File: src/design/hashed_pair_count_table_assert.svh
// ----------------------------------------------------------------------------
// hashed_pair_count_table_assert
// Assertion macros for hashed_pair_count_table, which checks its own logic.
// ----------------------------------------------------------------------------
`ifndef HASHED_PAIR_COUNT_TABLE_ASSERT_SVH
`define HASHED_PAIR_COUNT_TABLE_ASSERT_SVH

// The consequent must hold in the same cycle as the antecedent.
`define HPCT_ASSERT_NOW(lbl, clk, rst_n, ante, cons) \
	lbl: assert property (@(posedge clk) disable iff (!rst_n) (ante) |-> (cons)) \
		else $error("hpct assertion failed");

// The consequent must hold in the cycle after the antecedent.
`define HPCT_ASSERT_NEXT(lbl, clk, rst_n, ante, cons) \
	lbl: assert property (@(posedge clk) disable iff (!rst_n) (ante) |=> (cons)) \
		else $error("hpct assertion failed");

`endif

File: src/design/hpct_pkg.sv
// ----------------------------------------------------------------------------
// hpct_pkg
// Types and constants of the hashed pair count table.
// ----------------------------------------------------------------------------
`default_nettype none

package hpct_pkg;

	localparam int CAPACITY = 1024;
	localparam int IDX_W = $clog2(CAPACITY);
	localparam int CNT_W = IDX_W + 1;
	localparam int LIMIT_W = 10;
	localparam int ENTRY_W = 11;
	localparam logic [LIMIT_W-1:0] LIMIT_RESET = 10'd716;

	localparam logic [63:0] MIX_C1 = 64'hbf58476d1ce4e5b9;
	localparam logic [63:0] MIX_C2 = 64'h94d049bb133111eb;

	localparam logic [1:0] OP_INC = 2'd0;
	localparam logic [1:0] OP_LOOKUP = 2'd1;
	localparam logic [1:0] OP_SUM = 2'd2;
	localparam logic [1:0] OP_CLEAR = 2'd3;

	localparam logic [1:0] ST_OK = 2'd0;
	localparam logic [1:0] ST_ABSENT = 2'd1;
	localparam logic [1:0] ST_OVERFLOW = 2'd2;
	localparam logic [1:0] ST_LIMIT = 2'd3;

	typedef struct packed {
		logic [1:0] op;
		logic [63:0] key;
		logic [31:0] delta;
	} req_t;

	typedef struct packed {
		logic [1:0] status;
		logic found;
		logic [31:0] count;
		logic [63:0] checksum;
		logic [ENTRY_W-1:0] entry_count;
	} rsp_t;

	typedef struct packed {
		logic used;
		logic [63:0] key;
		logic [31:0] count;
	} slot_t;

	typedef struct packed {
		logic init;
		logic pop;
	} bk_ctl_t;

	typedef enum logic [3:0] {
		B_CLEAR,
		B_IDLE,
		B_HASH,
		B_READ,
		B_CHECK,
		B_SEED,
		B_SCAN_RD,
		B_SCAN_CHK,
		B_SCAN_MIX,
		B_FIN_GO,
		B_FIN
	} bk_state_t;

endpackage

`default_nettype wire

File: src/design/hpct_front.sv
// ----------------------------------------------------------------------------
// hpct_front
// Accepts requests and holds them in a two-entry queue for the back end.
// ----------------------------------------------------------------------------
`default_nettype none

module hpct_front (
	input wire logic clk,
	input wire logic arst_n,
	input wire logic start,
	output logic busy,
	input wire hpct_pkg::req_t req,
	input wire hpct_pkg::bk_ctl_t bk_ctl,
	output logic empty,
	output hpct_pkg::req_t head
);

	hpct_pkg::req_t fifo_q [2];
	logic wr_ptr_q;
	logic rd_ptr_q;
	logic [1:0] fill_q;
	logic push;

	assign busy = (fill_q == 2'd2) || bk_ctl.init;
	assign push = start && !busy;
	assign empty = (fill_q == 2'd0);
	assign head = fifo_q[rd_ptr_q];

	always_ff @(posedge clk) begin
		if (push) begin
			fifo_q[wr_ptr_q] <= req;
		end
	end

	always_ff @(posedge clk or negedge arst_n) begin
		if (!arst_n) begin
			wr_ptr_q <= 1'b0;
			rd_ptr_q <= 1'b0;
			fill_q <= 2'd0;
		end else begin
			if (push) begin
				wr_ptr_q <= !wr_ptr_q;
			end
			if (bk_ctl.pop) begin
				rd_ptr_q <= !rd_ptr_q;
			end
			fill_q <= fill_q + {1'b0, push} - {1'b0, bk_ctl.pop};
		end
	end

endmodule

`default_nettype wire

File: config.mk
export PLATFORM = sky130hd
export DESIGN_NAME = hpct_front
export DESIGN_NICKNAME = d
export VERILOG_FILES = /design/src/design/hashed_pair_count_table_assert.svh /design/src/design/hpct_pkg.sv /design/src/design/hpct_front.sv
export SDC_FILE = /design/constraint.sdc
export NUM_CORES = 1
export LEC_CHECK = 0
export ABC_AREA = 1
export BUFFER_PORTS_ARGS = -buffer_cell sky130_fd_sc_hd__buf_2
export CORE_MARGIN = 2
export CORE_UTILIZATION = 55
export CTS_CLUSTER_SIZE = 24
export DETAILED_ROUTE_END_ITERATION = 12
export PLACE_DENSITY = 0.85
export SLEW_MARGIN = 15
export SYNTH_ARGS = -nofsm -noshare
export SYNTH_HDL_FRONTEND = slang
export SYNTH_SLANG_ARGS = --single-unit
export TNS_END_PERCENT = 10
File: constraint.sdc
create_clock -name clk -period 11.26 [get_ports clk]
set_input_delay 0 -clock clk [delete_from_list [all_inputs] [get_ports clk]]
set_output_delay 0 -clock clk [all_outputs]
set_load 0.005 [all_outputs]
==> results.cfg, run 1 <==
[status]
outcome = complete, no violations

[clock_network]
cts_tree = built
clock_path_buffers = 2
insertion_delay_ns = 0.42
cts.clk_slew.worst_paths_ns = 0.07
cts-root-buf = clkbuf_16
clock-sinks = 200
cts_max_level = 4
cts_made_buffers = 17

[power_and_ir_drop]
ir_drop_mv = 0.137
leakage_uw = 0.00437
power_density_nw_per_um2 = 205

[final_layout]
nFillCells = 808
insertedDiodeCount = 0
area_delta_synth_final_pct = 32.8
instances_no_fill = 1039
final_cell_mix = buf_2, edfxtp_1, nand2_1
layout-drive-gt1-share_pct = 32.0
final_common_cell = buf_2
nets = 952

[sta]
fmax_mhz = 340
post-route-min-period_ns = 2.94
period_share_pct = 26.1
final-setup-viol-count = 0
slew_headroom_pct = 27.5
timing.final.hold_violations = 0
rsz0062_at_grt = no
slew_violations = 0
worst_pin_slew_ns = 1.09
skew_ns = 0.0106
final.setup.tns_ns = 0

[placement]
hpwl_mm = 9.43
gp_congestion = 0.725
portBuffers = 202
dp_cells = 905

[setup_path]
rrSetupSlack_ns = 8.81
cp.arrival_ns = 2.94
reg2reg_depth = 6
critPathMaxStageDelay_ns = 1.15
cp_cell_sequence = buf_4, o21ai_0, buf_2
r2r-start = fill_q[0]
path_max_fanout = 112
critPathBufInv = 2
cp.required_ns = 11.26
startpoint_type = register
crit_family = flip-flops
critPathKind = register to output pin
worstSetupEndpointType = output pin
timing.rr.end = fifo_q[1][94]
slowest_stage = dfrtp_4

[die]
row_count = 43
ios = 203
core-area_um2 = 13800
die_area_um2 = 15100
die_w_um = 123
start_util_pct = 56.2
die_h_um = 123

[global_routing]
grt_start_max_net_pins = 113
grt_pass1_vias = 5253
grt-ovfl-total = 0
grt_usage_pct = 22.8
grt_antenna_before_repair = 0
grt_pass1_wl_mm = 25.6

[min_path]
hold_path.class = input port to register
holdCritStartpoint = bk_ctl[1]
min_to = wr_ptr_q
holdPathStages = 5

[detailed_routing]
wirelength_mm = 16.9
drtIter0Drc = 435
firstDrtPassIters = 5
vias = 5116
drc = 0
ant_nets = 0
wl_per_cell_um = 16.3
viasPerCell = 4.92

[yosys]
synth.avg_cell_area_um2 = 14.4
synth_warnings = 0
syn_nets = 646
synthCells = 541
synth-seq-cells = 200
seq_area_frac_synth_pct = 77.0
syn-cell-area_um2 = 7780
ys_types = 18

[job]
max_cap_violations = 0
layer usage:
metal  routed length [um]  global-route usage (%)  up-vias
met5                    0                       0        -
met1                 6360                    25.7     2393
met4                  370                    9.12        0
met2                 8810                    40.5      249
met3                 1370                    6.64       31
li1                     -                       -     2443
final cells by class:
type	instances	area, um2	area share [%]
multi-input cells	213	1100	10.7
repair buffers	309	2070	20.1
inverters	106	400	3.88
flip-flops and latches	200	5990	58.0
clock buffers	19	433	4.19
clock inverters	12	105	1.02
well taps	180	225	2.18
per-stage QoR:
stage	area (um2)	util, %	hold WS (ns)	setup slack (ns)	total power, uW
floorplan	7780	-	-0.296	6.02	1390
global placement	8760	63.4	-0.192	8.84	1510
detailed placement	8760	63.4	-0.185	8.80	1530
CTS	10300	74.7	0.0121	8.34	2110
global route	10300	74.7	0.0392	8.06	2230
finish	10300	74.7	0.0372	8.32	2110
sequential cells by signal, summed over array words and instances (netlist names):
register	count
rd_ptr_q	1
fill_q	2
fifo_q	196
wr_ptr_q	1
cells by family (layout without fill, tap and decap cells):
group | Yosys count | after routing | synth area share (%)
xor gates and xnor gates | 1 | 1 | 0.113
buffers and inverters | 128 | 446 | 8.93
DFF | 200 | 200 | 77.0
AOI/OAI and AO/OA | 98 | 98 | 8.19
and+or+nand+nor | 112 | 112 | 5.47
adders and majority gates | 2 | 2 | 0.322
worst max-delay path by stage:
| stage | start | to | slack, ns | cells after the start |
|---|---|---|---|---|
| after floorplan | fill_q[1] | fifo_q[1][0] | 6.02 | 3 |
| after global placement | rd_ptr_q | head[62] | 8.84 | 3 |
| after detailed placement | rd_ptr_q | head[15] | 8.80 | 3 |
| after CTS | rd_ptr_q | head[15] | 8.34 | 3 |
| after global routing | rd_ptr_q | head[13] | 8.06 | 4 |
| final | rd_ptr_q | head[13] | 8.32 | 3 |
worst register-to-register path, stage by stage, from the launching register on:
cell,delay [ns]
dfrtp_1,0.40
inv_1,0.06
nand2_1,0.10
nand3_1,0.17
nor2_4,0.11
buf_4,0.51
buf_4,0.71
cell usage after synthesis:
cell type  number  area (um2)
buf_8           1        15.0
nand2_1       107         402
o21ai_1         7        35.0
dfrtp_1         4         100
buf_2           1        5.00
o21ai_0        52         260
clkbuf_1        5        18.8
nand3_1         2        10.0
xor2_1          1        8.76
o21ai_2        39         342
buf_6           2        22.5
nor2_1          2        7.51
buf_12         11         220
inv_1         106         398
edfxtp_1      196        5890
ha_1            2        25.0
buf_4           2        15.0
nand4_1         1        6.26
power breakdown:
| group | switching [uW] | leakage, uW | total [uW] | internal, uW |
|---|---|---|---|---|
| Sequential | 82.1 | 0.00184 | 1010 | 925 |
| Combinational | 312 | 0.00228 | 548 | 236 |
| Clock | 256 | 0.000254 | 559 | 303 |
| Total | 650 | 0.00437 | 2110 | 1460 |
repair_timing:
| action | 4_1_cts | 5_1_grt |
|---|---|---|
| buffers inserted | 0 | 0 |
| resized for setup | 0 | 0 |
| endpoints found under the hold margin | 202 | 0 |
| hold buffers | 103 | 0 |
Note: power is estimated with default switching activity, not from simulation.
==> run 2, diff against run 1 <==
--- a/config.mk
+++ b/config.mk
@@ -8,10 +8,10 @@
 export ABC_AREA = 1
 export BUFFER_PORTS_ARGS = -buffer_cell sky130_fd_sc_hd__buf_2
 export CORE_MARGIN = 2
-export CORE_UTILIZATION = 55
+export CORE_UTILIZATION = 47
 export CTS_CLUSTER_SIZE = 24
 export DETAILED_ROUTE_END_ITERATION = 12
-export PLACE_DENSITY = 0.85
+export PLACE_DENSITY = 0.77
 export SLEW_MARGIN = 15
 export SYNTH_ARGS = -nofsm -noshare
 export SYNTH_HDL_FRONTEND = slang
==> constraint.sdc (replaced) <==
create_clock -name clk -period 2.6 [get_ports clk]
set_input_delay 0 -clock clk [delete_from_list [all_inputs] [get_ports clk]]
set_output_delay 0 -clock clk [all_outputs]
set_load 0.005 [all_outputs]
==> run 2 against run 1 <==
  * Sequential share of layout area decreased by 1.0 points
  * Global-route usage is 4.3 points lower
  * First-iteration DRC count down 54%
  * Clock skew is 0.0020 ns lower
  * Total power increased to 4.5 times the previous value
  * Flip-flop and latch count unchanged
  * Via count down 1.1%
  * Combinational power rose to 4.8 times the previous value
  * Largest cell class unchanged
  * Clock power rose to 4.7 times the previous value
  * Routed wire length is 6.8% lower
  * Critical path type unchanged
  * Utilization shrank 10 points
  * Worst setup slack got worse by 7.7 ns
==> results.cfg, run 2 (synthesis gave the netlist of run 1 again) <==
[detailed_routing]
wl_per_cell_um = 14.6
drc = 0
firstDrtPassIters = 4
ant_nets = 0
vias = 5059
viasPerCell = 4.67
drtIter0Drc = 202
wirelength_mm = 15.8

[clock_network]
cts_made_buffers = 17
cts-root-buf = clkbuf_16
cts.clk_slew.worst_paths_ns = 0.06
cts_tree = built
postCtsSetupRepairBufs = 0
cts_max_level = 4
insertion_delay_ns = 0.42
clock_path_buffers = 2
cts_resized = 0
clock-sinks = 200

[final_layout]
largest_reg_flops = 196
nets = 955
final_cell_mix = buf_2, edfxtp_1, nand2_1
layout-drive-gt1-share_pct = 32.3
nFillCells = 1190
multi_input_area_um2 = 1100
insertedDiodeCount = 0
top_regs = fifo_q (196), fill_q (2)
instances_no_fill = 1083
largest-register = fifo_q
area_delta_synth_final_pct = 35.2
seqCellArea_um2 = 5990
final_common_cell = buf_2

[setup_path]
critPathBufInv = 2
startpoint_type = register
crit_family = flip-flops
cp.arrival_ns = 1.93
worstSetupEndpointType = output pin
critPathKind = register to output pin
cp_cell_sequence = buf_4, nand2_1, o21ai_2, buf_2
critPathMaxStageDelay_ns = 0.63
slowest_stage = dfrtp_4
cp.required_ns = 2.60
path_max_fanout = 36

[die]
die_area_um2 = 17600
ios = 203
start_util_pct = 47.6
die_h_um = 133
die_w_um = 133
row_count = 47
core-area_um2 = 16300

[global_routing]
grt-ovfl-total = 0
grt_pass1_wl_mm = 24.7
grt_antenna_before_repair = 0
grt_usage_pct = 18.4
grt_pass1_vias = 5075
grt_start_max_net_pins = 92

[power_and_ir_drop]
clkPwrFrac_pct = 27.8
p_int_uw = 6610
switching_power_uw = 2810
p_seq_share_pct = 44.2
combPwrFrac_pct = 28.0
leakage_uw = 0.00443
power_density_nw_per_um2 = 897
swShare_pct = 29.8
ir_drop_mv = 0.493

[sta]
slew_headroom_pct = 59.5
worst_pin_slew_ns = 0.608
rsz0062_at_grt = no
period_share_pct = 74.4
fmax_mhz = 517
slew_violations = 0
post-route-min-period_ns = 1.93
timing.final.hold_violations = 0
skew_ns = 0.00861
final-setup-viol-count = 0
final.setup.tns_ns = 0

[placement]
dp_cells = 948
hpwl_mm = 8.74
portBuffers = 202
gp_congestion = 0.751

[status]
outcome = complete, no violations

[min_path]
hold_path.class = input port to register

[job]
max_cap_violations = 0
==> run 2: cell types whose count changed in the layout (fill, tap and decap cells not counted), sizes merged <==
| cell | change |
|---|---|
| buf | +3 |
| bufinv | +2 |
| clkinv | -2 |
| clkbuf | +1 |
| clkinvlp | -1 |
| inv | +1 |
==> run 2: area by class of cell <==
| class | instances | share of cell area (%) |
|---|---|---|
| inverter | 106 | 3.81 |
| tap | 220 | 2.62 |
| multi-input combinational | 213 | 10.5 |
| timing repair buffer | 312 | 20.5 |
| clock buffer | 20 | 4.15 |
| sequential | 200 | 57.0 |
| clock inverter | 12 | 1.43 |
==> run 2: stage by stage <==
stage	power (uW)	cell area, um2	utilization, %	hold slack (ns)	worst slack, ns
finish	9430	10500	64.3	0.0467	0.665
global route	9920	10500	64.3	0.0682	0.517
CTS	9460	10500	64.3	0.0238	0.694
detailed placement	6730	8890	54.4	-0.189	0.904
global placement	6670	8890	54.4	-0.192	0.959
floorplan	5990	7780	-	-0.296	-0.347
==> run 2: worst paths after layout <==
kind	from	end	slack (ns)	cells after the start
worst min register to register	wr_ptr_q	wr_ptr_q	0.48	2
worst max register to register	fill_q[0]	fifo_q[0][58]	0.90	5
worst max-delay path	rd_ptr_q	head[2]	0.67	4
min in group asynchronous	arst_n	fill_q[1]	0.51	3
worst min-delay path	bk_ctl[1]	wr_ptr_q	0.05	5
max in group asynchronous	arst_n	rd_ptr_q	1.89	3
==> run 2: timing repair <==
action,in CTS,in global routing
endpoints found under the setup margin,0,0
hold buffers,103,0
endpoints found under the hold margin,202,0
==> run 2: layer usage <==
layer / routed length [um] / up-vias / global-route usage, %
met5: 0 / - / 0
met4: 271 / 0 / 7.05
met3: 1220 / 29 / 6.67
met2: 8250 / 201 / 32.8
met1: 6020 / 2383 / 20.0
li1: - / 2446 / -
==> run 2: worst reg2reg max path: stages, from the launching register on <==
cell	delay, ns
dfrtp_1	0.38
inv_1	0.05
nand2_1	0.09
nand4_1	0.17
inv_4	0.11
buf_4	0.49
==> run 2: power groups by stage <==
stage / clock network, uW / registers (uW) / logic (uW)
2_1_floorplan: 0 / 4170 / 1820
3_3_place_gp: 0 / 4220 / 2450
3_5_place_dp: 0 / 4240 / 2490
4_1_cts: 2660 / 4170 / 2640
5_1_grt: 2760 / 4220 / 2940
6_report: 2620 / 4170 / 2640
